`src/rtl/core/ebml_hdr_pkg.sv`:
```
// Package: parse phases, status codes, register indices, field widths and byte decode helpers
package ebml_hdr_pkg;

    localparam int unsigned POS_W   = 64;
    localparam int unsigned START_W = 63;
    localparam int unsigned ID_W    = 32;
    localparam int unsigned SIZE_W  = 64;
    localparam int unsigned OUT_W   = 176;
    localparam int unsigned CFG_W   = 64;

    typedef enum logic [2:0] {
        PH_ID_FIRST,
        PH_ID_REST,
        PH_SIZE_FIRST,
        PH_SIZE_REST,
        PH_SKIP
    } phase_t;

    typedef enum logic [2:0] {
        ST_OK        = 3'd0,
        ST_ENDS_LATE = 3'd1,
        ST_ID_ZERO   = 3'd2,
        ST_ID_LONG   = 3'd3,
        ST_ID_PAST   = 3'd4,
        ST_SIZE_PAST = 3'd5,
        ST_DEPTH     = 3'd6
    } status_t;

    typedef enum logic [2:0] {
        REG_SCOPE_LEN = 3'd0,
        REG_MCOUNT    = 3'd1,
        REG_MID_A     = 3'd2,
        REG_MID_B     = 3'd3,
        REG_MID_C     = 3'd4,
        REG_MID_D     = 3'd5,
        REG_MID_E     = 3'd6,
        REG_MID_F     = 3'd7
    } cfg_reg_t;

    // Length of a vint from its first byte: 1..8, or 9 when the byte is zero
    function automatic logic [3:0] lead_len(input logic [7:0] b);
        logic [3:0] n;
        n = 4'd9;
        for (int i = 0; i < 8; i++)
        begin
            if (b[i])
            begin
                n = 4'(8 - i);
            end
        end
        return n;
    endfunction

    // Value bits below the length marker of a first byte
    function automatic logic [6:0] lead_value(input logic [7:0] b, input logic [3:0] len);
        logic [7:0] m;
        m = (len > 4'd8) ? 8'h00 : ((8'h80 >> (len - 4'd1)) - 8'h01);
        return 7'(b & m);
    endfunction

    // All-ones size value for a size of len bytes, zero when len is 9
    function automatic logic [63:0] unknown_value(input logic [3:0] len);
        logic [63:0] v;
        v = '0;
        for (int i = 1; i <= 8; i++)
        begin
            if (len == 4'(i))
            begin
                v = (64'd1 << (7 * i)) - 64'd1;
            end
        end
        return v;
    endfunction

endpackage

```
`src/rtl/core/ebml_element_header_parser_unit.sv`:
```
// Top level: EBML element header parser, one stream byte per cycle unless the output stalls
// Usage:
//   s_axis carries one stream byte per word in tdata[7:0]. Every accepted byte
//   advances the stream offset by one; offsets count from zero after reset.
//   m_axis carries one word per finished element header or header error.
//   A byte is decoded in the cycle it is accepted; its result sits in the
//   output register in the following cycle. One byte is taken every cycle
//   while no result stalls (throughput 1 byte/cycle), a rate set by the
//   single update of the parse state registers and scope end stack per byte.
//   When the receiver stalls with a result pending, s_axis_tready drops until
//   the output register is taken; the input side never waits otherwise.
//   cfg writes registers by index (0 scope length, 1 master count,
//   2..7 master ids); write only while no byte is in flight.
//   Reset clears the offset, the parse phase and the nesting depth, drops any
//   pending result and loads the default scope length; scope stack entries
//   are written on entry to a master element before they are ever read.
module ebml_element_header_parser_unit #(
    parameter int unsigned MAX_DEPTH = 8
) (
    input  logic                              clk,
    input  logic                              rst_n,
    input  logic                              s_axis_tvalid,
    output logic                              s_axis_tready,
    input  logic [7:0]                        s_axis_tdata,  // [7:0] data_byte
    output logic                              m_axis_tvalid,
    input  logic                              m_axis_tready,
    // [62:0] element_start, [94:63] element_id, [158:95] element_size,
    // [162:159] header_length, [166:163] nesting_level, [167] master_flag,
    // [168] unknown_size, [171:169] status, [175:172] zero
    output logic [ebml_hdr_pkg::OUT_W-1:0]    m_axis_tdata,
    input  logic                              cfg_valid,
    output logic                              cfg_ready,
    input  logic [2:0]                        cfg_index,
    input  logic [ebml_hdr_pkg::CFG_W-1:0]    cfg_data
);
    import ebml_hdr_pkg::*;

    localparam int unsigned DW = $clog2(MAX_DEPTH + 1);
    localparam int unsigned SW = (MAX_DEPTH > 1) ? $clog2(MAX_DEPTH) : 1;

    // configuration
    logic [62:0]   scope_len_reg;
    logic [2:0]    mcount_reg;
    logic [31:0]   mid_reg [6];

    // parse state
    logic [63:0]   pos_reg;
    phase_t        phase_reg, phase_next;
    logic [31:0]   id_acc_reg, id_acc_next;
    logic [2:0]    id_cnt_reg, id_cnt_next;
    logic [2:0]    id_len_reg, id_len_next;
    logic [63:0]   size_acc_reg, size_acc_next;
    logic [3:0]    size_cnt_reg, size_cnt_next;
    logic [3:0]    size_len_reg, size_len_next;
    logic [63:0]   hstart_reg, hstart_next;
    logic [63:0]   skip_reg, skip_next;
    logic [DW-1:0] depth_reg, depth_next;
    logic [63:0]   stack_reg [MAX_DEPTH];
    logic          push;
    logic [63:0]   push_val;

    // result register
    logic          out_valid_reg;
    logic [OUT_W-1:0] out_data_reg;
    logic          emit;
    logic [OUT_W-1:0] res_data;

    logic          accept;
    logic [63:0]   p, nxt;

    assign accept        = s_axis_tvalid && s_axis_tready;
    assign s_axis_tready = !out_valid_reg || m_axis_tready;
    assign m_axis_tvalid = out_valid_reg;
    assign m_axis_tdata  = out_data_reg;
    assign cfg_ready     = 1'b1;
    assign p             = pos_reg;
    assign nxt           = (p == '1) ? p : p + 64'd1;

    always_comb
    begin
        logic [7:0]    b;
        phase_t        ph;
        logic [DW-1:0] nd;
        logic [63:0]   end_v;
        logic [3:0]    len;
        logic          fin_id, fin_size, err, mf;
        status_t       st;
        logic [31:0]   id_v, rid;
        logic [63:0]   sz, rsz, room, cend;
        logic [3:0]    slen, hl;
        logic [2:0]    mn;
        logic          unk;

        b = s_axis_tdata;
        phase_next    = phase_reg;
        id_acc_next   = id_acc_reg;
        id_cnt_next   = id_cnt_reg;
        id_len_next   = id_len_reg;
        size_acc_next = size_acc_reg;
        size_cnt_next = size_cnt_reg;
        size_len_next = size_len_reg;
        hstart_next   = hstart_reg;
        skip_next     = skip_reg;
        depth_next    = depth_reg;
        push     = 1'b0;
        push_val = '0;
        emit     = 1'b0;
        fin_id   = 1'b0;
        fin_size = 1'b0;
        err      = 1'b0;
        st       = ST_OK;
        rid      = '0;
        rsz      = '0;
        hl       = '0;
        mf       = 1'b0;
        unk      = 1'b0;
        id_v     = id_acc_reg;
        sz       = size_acc_reg;
        slen     = size_len_reg;
        len      = lead_len(b);

        ph = phase_reg;
        if (ph == PH_SKIP && p >= skip_reg)
        begin
            ph = PH_ID_FIRST;
        end
        phase_next = ph;

        // leave every scope whose end is reached; ends shrink inward
        nd = depth_reg;
        if (ph == PH_ID_FIRST)
        begin
            nd = '0;
            for (int i = 0; i < MAX_DEPTH; i++)
            begin
                if (DW'(i) < depth_reg && p < stack_reg[i])
                begin
                    nd = DW'(i + 1);
                end
            end
        end
        depth_next = nd;
        end_v = (nd == '0) ? {1'b0, scope_len_reg} : stack_reg[SW'(nd - DW'(1))];

        if (ph == PH_ID_FIRST && nd == '0 && p >= {1'b0, scope_len_reg})
        begin
            // outside the top-level scope: consume silently
        end
        else
        begin
            case (ph)
                PH_ID_FIRST:
                begin
                    hstart_next = p;
                    if (len == 4'd9)
                    begin
                        err = 1'b1;
                        st  = ST_ID_ZERO;
                    end
                    else if (len > 4'd4)
                    begin
                        err = 1'b1;
                        st  = ST_ID_LONG;
                    end
                    else if ({1'b0, p} + 65'(len) > {1'b0, end_v})
                    begin
                        err = 1'b1;
                        st  = ST_ID_PAST;
                    end
                    else
                    begin
                        id_v        = {24'd0, b};
                        id_acc_next = id_v;
                        id_cnt_next = 3'd1;
                        id_len_next = 3'(len);
                        if (len == 4'd1)
                        begin
                            fin_id = 1'b1;
                        end
                        else
                        begin
                            phase_next = PH_ID_REST;
                        end
                    end
                end
                PH_ID_REST:
                begin
                    id_v        = {id_acc_reg[23:0], b};
                    id_acc_next = id_v;
                    id_cnt_next = id_cnt_reg + 3'd1;
                    if (id_cnt_next >= id_len_reg)
                    begin
                        fin_id = 1'b1;
                    end
                end
                PH_SIZE_FIRST:
                begin
                    if ({1'b0, p} + 65'(len) > {1'b0, end_v})
                    begin
                        err = 1'b1;
                        st  = ST_SIZE_PAST;
                        rid = id_acc_reg;
                    end
                    else
                    begin
                        sz            = {57'd0, lead_value(b, len)};
                        slen          = len;
                        size_acc_next = sz;
                        size_cnt_next = 4'd1;
                        size_len_next = len;
                        if (len == 4'd1)
                        begin
                            fin_size = 1'b1;
                        end
                        else
                        begin
                            phase_next = PH_SIZE_REST;
                        end
                    end
                end
                PH_SIZE_REST:
                begin
                    sz            = {size_acc_reg[55:0], b};
                    size_acc_next = sz;
                    size_cnt_next = size_cnt_reg + 4'd1;
                    if (size_cnt_next >= size_len_reg)
                    begin
                        fin_size = 1'b1;
                    end
                end
                default:
                begin
                end
            endcase
        end

        if (fin_id && nxt >= end_v)
        begin
            err = 1'b1;
            st  = ST_SIZE_PAST;
            rid = id_v;
        end
        else if (fin_id)
        begin
            phase_next = PH_SIZE_FIRST;
        end

        mn = (mcount_reg > 3'd6) ? 3'd6 : mcount_reg;
        for (int i = 0; i < 6; i++)
        begin
            if (3'(i) < mn && mid_reg[i] == id_acc_reg)
            begin
                mf = 1'b1;
            end
        end
        room = end_v - nxt;
        cend = nxt + sz;

        if (err)
        begin
            emit       = 1'b1;
            mf         = 1'b0;
            skip_next  = end_v;
            phase_next = PH_SKIP;
        end
        else if (fin_size)
        begin
            emit = 1'b1;
            rid  = id_acc_reg;
            rsz  = sz;
            hl   = 4'(id_len_reg) + slen;
            unk  = (slen <= 4'd8) && (sz == unknown_value(slen));
            phase_next = PH_SKIP;
            if (sz > room)
            begin
                st        = ST_ENDS_LATE;
                skip_next = end_v;
            end
            else if (mf && nd >= DW'(MAX_DEPTH))
            begin
                st        = ST_DEPTH;
                skip_next = cend;
            end
            else if (mf)
            begin
                push       = 1'b1;
                push_val   = cend;
                depth_next = nd + DW'(1);
                phase_next = PH_ID_FIRST;
            end
            else
            begin
                skip_next = cend;
            end
        end
        else
        begin
            mf = 1'b0;
        end

        res_data = {4'd0, st, unk, mf, 4'(nd), hl, rsz, rid, hstart_next[62:0]};
    end

    always_ff @(posedge clk or negedge rst_n)
    begin
        if (!rst_n)
        begin
            scope_len_reg <= '1;
            mcount_reg    <= '0;
            for (int i = 0; i < 6; i++)
            begin
                mid_reg[i] <= '0;
            end
        end
        else if (cfg_valid && cfg_ready)
        begin
            case (cfg_reg_t'(cfg_index))
                REG_SCOPE_LEN: scope_len_reg <= cfg_data[62:0];
                REG_MCOUNT:    mcount_reg    <= cfg_data[2:0];
                REG_MID_A:     mid_reg[0]    <= cfg_data[31:0];
                REG_MID_B:     mid_reg[1]    <= cfg_data[31:0];
                REG_MID_C:     mid_reg[2]    <= cfg_data[31:0];
                REG_MID_D:     mid_reg[3]    <= cfg_data[31:0];
                REG_MID_E:     mid_reg[4]    <= cfg_data[31:0];
                REG_MID_F:     mid_reg[5]    <= cfg_data[31:0];
                default:
                begin
                end
            endcase
        end
    end

    always_ff @(posedge clk or negedge rst_n)
    begin
        if (!rst_n)
        begin
            pos_reg      <= '0;
            phase_reg    <= PH_ID_FIRST;
            id_acc_reg   <= '0;
            id_cnt_reg   <= '0;
            id_len_reg   <= '0;
            size_acc_reg <= '0;
            size_cnt_reg <= '0;
            size_len_reg <= '0;
            hstart_reg   <= '0;
            skip_reg     <= '0;
            depth_reg    <= '0;
        end
        else if (accept)
        begin
            pos_reg      <= nxt;
            phase_reg    <= phase_next;
            id_acc_reg   <= id_acc_next;
            id_cnt_reg   <= id_cnt_next;
            id_len_reg   <= id_len_next;
            size_acc_reg <= size_acc_next;
            size_cnt_reg <= size_cnt_next;
            size_len_reg <= size_len_next;
            hstart_reg   <= hstart_next;
            skip_reg     <= skip_next;
            depth_reg    <= depth_next;
        end
    end

    // scope end stack: written on entry, read only below the depth
    always_ff @(posedge clk)
    begin
        if (accept && push)
        begin
            stack_reg[SW'(depth_next - DW'(1))] <= push_val;
        end
    end

    always_ff @(posedge clk or negedge rst_n)
    begin
        if (!rst_n)
        begin
            out_valid_reg <= 1'b0;
        end
        else if (accept)
        begin
            out_valid_reg <= emit;
        end
        else if (m_axis_tready)
        begin
            out_valid_reg <= 1'b0;
        end
    end

    always_ff @(posedge clk)
    begin
        if (accept && emit)
        begin
            out_data_reg <= res_data;
        end
    end

endmodule

```
`config.mk`:
```
export PLATFORM = sky130hd
export DESIGN_NAME = ebml_element_header_parser_unit
export DESIGN_NICKNAME = d
export VERILOG_FILES = /design/src/rtl/core/ebml_hdr_pkg.sv /design/src/rtl/core/ebml_element_header_parser_unit.sv
export SDC_FILE = /design/constraint.sdc
export NUM_CORES = 2
export LEC_CHECK = 0
export ABC_AREA = 1
export BUFFER_PORTS_ARGS = -buffer_cell sky130_fd_sc_hd__buf_2
export CORE_MARGIN = 3
export CORE_UTILIZATION = 35
export CTS_CLUSTER_DIAMETER = 80
export DETAILED_ROUTE_END_ITERATION = 8
export GPL_TIMING_DRIVEN = 0
export PLACE_DENSITY = 0.46
export SYNTH_ARGS = -nofsm -noshare
export SYNTH_HDL_FRONTEND = slang
export SYNTH_SLANG_ARGS = --single-unit
```
`constraint.sdc`:
```
create_clock -name clk -period 20.3 [get_ports clk]
set_input_delay 3.045 -clock clk [delete_from_list [all_inputs] [get_ports clk]]
set_output_delay 3.045 -clock clk [all_outputs]
set_load 0.02 [all_outputs]
```
# After elaboration in Yosys (flattened, before gate mapping)
# Memory sizes are Yosys's and may differ from the RTL's.
# Cells that the tools add are included.
# Widths: inputs -> output; s select.
op_classes:
  add_sub_neg: 12
  reduce_logical: 45
  eq_ne: 34
  n_bitwise: 6
  mux: 131
  n_shift: 1
  n_lt_le_gt_ge: 34
ops:
  columns: ["cell", "n"]
  rows:
  - ["$mux 64", 23]
  - ["$lt 64x64->1", 8]
  - ["$mux 32", 10]
  - ["$eq 32x32->1", 6]
  - ["$ge 64x64->1", 2]
  - ["$pmux 64 s2", 1]
  - ["$mux 63", 2]
  - ["$mux 4", 24]
  - ["$mux 3", 29]
  - ["$add 64x4->65", 1]
  - ["$gt 65x64->1", 1]
  - ["$add 64x1->64 const B", 1]
  - ["$add 64x64->64", 1]
  - ["$eq 64x64->1", 1]
  - ["$eq 64x64->1 const B", 1]
  - ["$ge 64x63->1", 1]
  - ["$gt 64x64->1", 1]
  - ["$pmux 32 s2", 1]
  - ["$sub 64x64->64", 1]
  - ["$mux 1", 32]
  - ["$logic_and 1x1->1", 23]
  - ["$pmux 3 s2", 3]
  - ["$eq 4x3->1 const B", 4]
  - ["$lt 3x4->1 const A", 4]
  - ["other kinds (42)", 82]
totals:
  out_inout_bits: 179
  memories: 1
  ram_bits: 512
  regBits: 739
memory_table:
  columns: ["memory", "words", "width", "rd", "rd_clocked_by_memory_dff", "wr", "line_no", "rtl"]
  rows:
  - ["stack_reg", 8, 64, 9, 0, 1, "ebml_element_header_parser_unit.sv:58", "logic [63:0] stack_reg [MAX_DEPTH];"]

# Logic depth before layout (Yosys ltp)
# An unclocked memory read counts as a cell.
depth:
  ltp_word: 32
  mapped_depth: 79
  mapped_depth_nobuf: 75

# Least setup slack after synthesis
# No wires, ideal clock.
synth_timing:
  path_kind: "input-to-reg"
  from: "input s_axis_tdata[2]"
  to: "memory stack_reg[0][0] (enable)"
  arrival_ns: 12.156
  path_stages: 52
  required_time_ns: 19.814
  slack_ns: 7.658
  path_cell_list: "nor2_1 > inv_1 > nor3_1 > nor2_1 > ha_1 > a21oi_1 > inv_1 > a31oi_1 > inv_1 > a21oi_1 > nor3_1 > inv_1 > nor2_1 > inv_1 > nor3_1 > nand2_1 > nor2_1 > xor2_1 > [16 not listed] > nand3_1 > nand2_1 > nand2_1 > a21oi_1 > nor4_1 > nand3_1 > nand2_1 > nand2_1 > nand2_1 > nand2_1 > nor2_1 > nand2_1 > o21ai_0 > ha_1 > inv_1 > nand3_1 > nand3_1 > nor2_1"
synth_via:
  elab_chain_cells: 21
  elab_cells_between_ends: 46
  cone_classes: "4 x add/sub; 4 x order compare; 2 x eq/ne; 1 x shift; 32 x mux; 1 x bitwise; 2 x reduce/logical"
synth_rtl:
  columns: ["element", "line_no", "rtl"]
  rows:
  - ["start, declared", "ebml_element_header_parser_unit.sv:24", "input logic [7:0] s_axis_tdata,"]
  - ["parallel branches: the longest is 21 deep, another holds $add 64x4->65", null, null]
  - ["end, declared", "ebml_element_header_parser_unit.sv:58", null]
# Parallel ways; which one is timed is not known.

# Final worst setup path
layout_timing:
  from: "register pos_reg[62], in the netlist p[62]"
  to: "memory stack_reg[0][59] (data pin)"
layout_via:
  elab_chain_cells: 24
  elab_cells_between_ends: 72
  cone_classes: "5 x add/sub; 14 x order compare; 4 x eq/ne; 33 x mux; 15 x reduce/logical; 1 x memory"
layout_rtl:
  columns: ["element", "line_no", "rtl"]
  rows:
  - ["start, declared", "ebml_element_header_parser_unit.sv:47", "logic [63:0] pos_reg;"]
  - ["start signal, assigned", "ebml_element_header_parser_unit.sv:351", "pos_reg <= nxt;"]
  - ["$lt 64x64->1", "ebml_element_header_parser_unit.sv:136", "if (DW'(i) < depth_reg && p < stack_reg[i])"]
  - ["$logic_and 1x1->1", "ebml_element_header_parser_unit.sv:136", null]
  - ["$mux 1", "ebml_element_header_parser_unit.sv:136", null]
  - ["$mux 4 (7 in a row)", "ebml_element_header_parser_unit.sv:136", null]
  - ["$mux 4 (*)", "ebml_element_header_parser_unit.sv:131", "if (ph == PH_ID_FIRST)"]
  - ["named net res_data[163]", "ebml_element_header_parser_unit.sv:66", "logic [OUT_W-1:0] res_data;"]
  - ["$sub 3x1->3", "ebml_element_header_parser_unit.sv:143", "end_v = (nd == '0) ? {1'b0, scope_len_reg} : stack_reg[SW'(nd - DW'(1))];"]
  - ["$mem_v2 8x64", null, null]
  - ["[4 not listed]", null, null]
  - ["$mux 64", null, null]
  - ["$add 64x64->64", "ebml_element_header_parser_unit.sv:257", "cend = nxt + sz;"]
  - ["$mux 64", "ebml_element_header_parser_unit.sv:284", "else if (mf)"]
  - ["$mux 64", "ebml_element_header_parser_unit.sv:279", "else if (mf && nd >= DW'(MAX_DEPTH))"]
  - ["$mux 64", "ebml_element_header_parser_unit.sv:274", "if (sz > room)"]
  - ["$mux 64", "ebml_element_header_parser_unit.sv:266", "else if (fin_size)"]
  - ["$mux 64 (*)", "ebml_element_header_parser_unit.sv:259", "if (err)"]
  - ["named net push_val[59]", "ebml_element_header_parser_unit.sv:60", "logic [63:0] push_val;"]
# The timed path passes the listed nets; every way through them passes the cells marked *.

==> qor.csv <==
metric,value,unit
status,"complete, but fails checks",
violations,"capacitance limit, slew limit",
cts_hold_buf,0,
die_h,499.9,µm
ios,259,
path_clk_slew,60,ps
grt_max_degree,104,
worst_slack,1614,ps
holdWs,477.7,ps
globalRouteTotalUtil,0.3149,
hp-start,skip_reg[55]$_DFFE_PN0P_,
avgSynthCellArea,8.017,µm²
report.final.slew_viol_count,27,
syn_inst,10650,
maxCapViolCount,3,
post_cts_resized,0,
clk_path_buf_depth,3,
slowest_stage,buf_1,
cts_made_buffers,160,
critPathMaxStageDelay,1210,ps
start_util,0.3533,
start_kind,register,
wire_per_inst,27.92,µm
end_kind,register,
worst-setup-path-type,register to register,
via_per_inst,5.423,
rr_worst_depth,50,
final_nets,12090,
crit_required,20720,ps
dp_slack,2258,ps
r2r-end,stack_reg[0][59]$_DFFE_PP_,
yosysWarnings,0,
setup_viol,0,
worst_hold_path_type,register to register,
place_inst,14120,
critPathMaxFanout,14,
clock_latency,850,ps
period_share,0.9205,
htreeDepth,4,
yosys.area.top_type_share,0.2406,
crit_family,simple AND/OR/NAND/NOR gates,
vias,78260,
max_slew_margin,-0.06034,
max_freq,0.05352,GHz
grt_pass1_wl,563.2,mm
gp_congestion,0.9850,
rows,180,
syn_to_final_growth,13.56,%
fin_cells,14430,
hold_violations,0,
cts_setup_buffers,0,
cp.arrival,19110,ps
r2r-start,p[62]$_DFFE_PN0P_,
hold_path_depth,2,
grt_pass1_vias,75120,
routed_wl,402.9,mm
drive_above_1_share,0.07413,
ys_types,69,
antenna_found_initial,23,
post-route-min-period,18690,ps
synthTopCellsByArea,"edfxtp_1 24%, dfrtp_1 15%, ha_1 13%",
drt-initial-drc-count,7933,
fin_skew,67.28,ps
die_w,499.9,µm
async_flop_share,0.4532,
dr.pass1.iters,6,
core,0.2417,mm²
worstMarginPinSlew,1574,ps
place.port_buffers,252,
fin_tns_setup,0,ps
tritoncts,yes,
overflow,0,
synth_top_cell_by_area,edfxtp_1,
ys_ff_latch,1251,
worstHoldEndpoint,skip_reg[55]$_DFFE_PN0P_,
syn-cell-area,0.08537,mm²
synthFlopType,edfxtp_1,
cts.sinks,1251,
synth-edff-count,684,
crit_top_cell,nand2_1,
synth_most_common_cell,nand2_1,
ys_seq_area_frac,0.4077,
root_buffer,clkbuf_16,
yosys-top-cells-count,"2365 x nand2_1, 1555 x inv_1, 920 x nand3_1",
crit_buf_inv,10,
dpl.hpwl,324.1,mm
die-area,0.2499,mm²
r2r_slack,1610,ps
antenna_left,0,
rsz0062_at_grt,false,
drc,0,
largest_reg_flops,512,
## placed cells by master, fill, tap and decap left out, types with 27 or more instances in the layout
master        n
o21ai_0     625
clkbuf_16   164
inv_1      1554
clkbuf_1    256
o211ai_1     27
nor4_1       94
o22ai_1      96
ha_1        907
nor3_1      112
edfxtp_1    684
xor2_1      265
a31oi_1      29
nand3_1     920
dfrtp_1     504
buf_2       320
a21oi_1     657
nor2_1      770
clkinv_2     30
xnor2_1      97
buf_1        29
dfstp_2      63
nand2_1    2365
nand4_1     162
or2_2        38
o21a_1       42
## cells by family after synthesis
logic type / share of synthesized area
other: 0.00008797
XOR/XNOR: 0.03714
flip-flops: 0.4077
multiplexers: 0.0001319
AO/OA/AOI/OAI: 0.1041
adder cells (fa/ha/maj): 0.1339
buffers and inverters: 0.08774
AND/OR/NAND/NOR: 0.2292
## per-stage QoR
step                        util  cell area [µm²]
after global placement    0.3750            90630
after floorplan                -            85380
after CTS                 0.4011            96930
after detailed placement  0.3784            91440
after global routing      0.4011            96930
final                     0.4012            96950
## per-layer routing
layer / track usage / vias to the layer above / wire, µm
met5: 0 / - / 23
met4: 0.1247 / 4 / 18450
met3: 0.05145 / 588 / 27550
met2: 0.4997 / 2968 / 180100
met1: 0.4279 / 38220 / 176800
li1: - / 36480 / -
## area by class of cell
type                    count  area [µm²]
inverters                1574        5916
well taps                3185        3985
clock inverters           104        1201
diodes                     10       25.02
clock buffers             197        4288
repair buffers            284        1986
plain buffers             358        1587
flip-flops and latches   1251       34810
fillers                 24900      144700
multi-input cells        7469       43160
## worst max path at each step
stage	startpoint	end	slack, ps	cells after the start
after floorplan	s_axis_tdata[2]	stack_reg[0][0]$_DFFE_PP_	7660	52
after global placement	p[62]$_DFFE_PN0P_	stack_reg[3][54]$_DFFE_PP_	-3080	53
after detailed placement	p[62]$_DFFE_PN0P_	stack_reg[3][51]$_DFFE_PP_	2260	50
after CTS	p[62]$_DFFE_PN0P_	stack_reg[0][51]$_DFFE_PP_	2190	50
after global routing	p[62]$_DFFE_PN0P_	stack_reg[0][59]$_DFFE_PP_	1420	61
final	p[62]$_DFFE_PN0P_	stack_reg[0][59]$_DFFE_PP_	1610	50
## worst reg2reg max path: cells and delay by family, from the launching register on
kind                       cells  cell delay [ps]
AOI/OAI and AO/OA              4             2660
adders and majority gates      4             1490
buffers and inverters         10             4800
DFF                            1             1190
and+or+nand+nor               32             8170
Power is left out: the tool's default activity adds up to more than one toggle a clock period on the data nets, which glitch-free logic cannot reach.
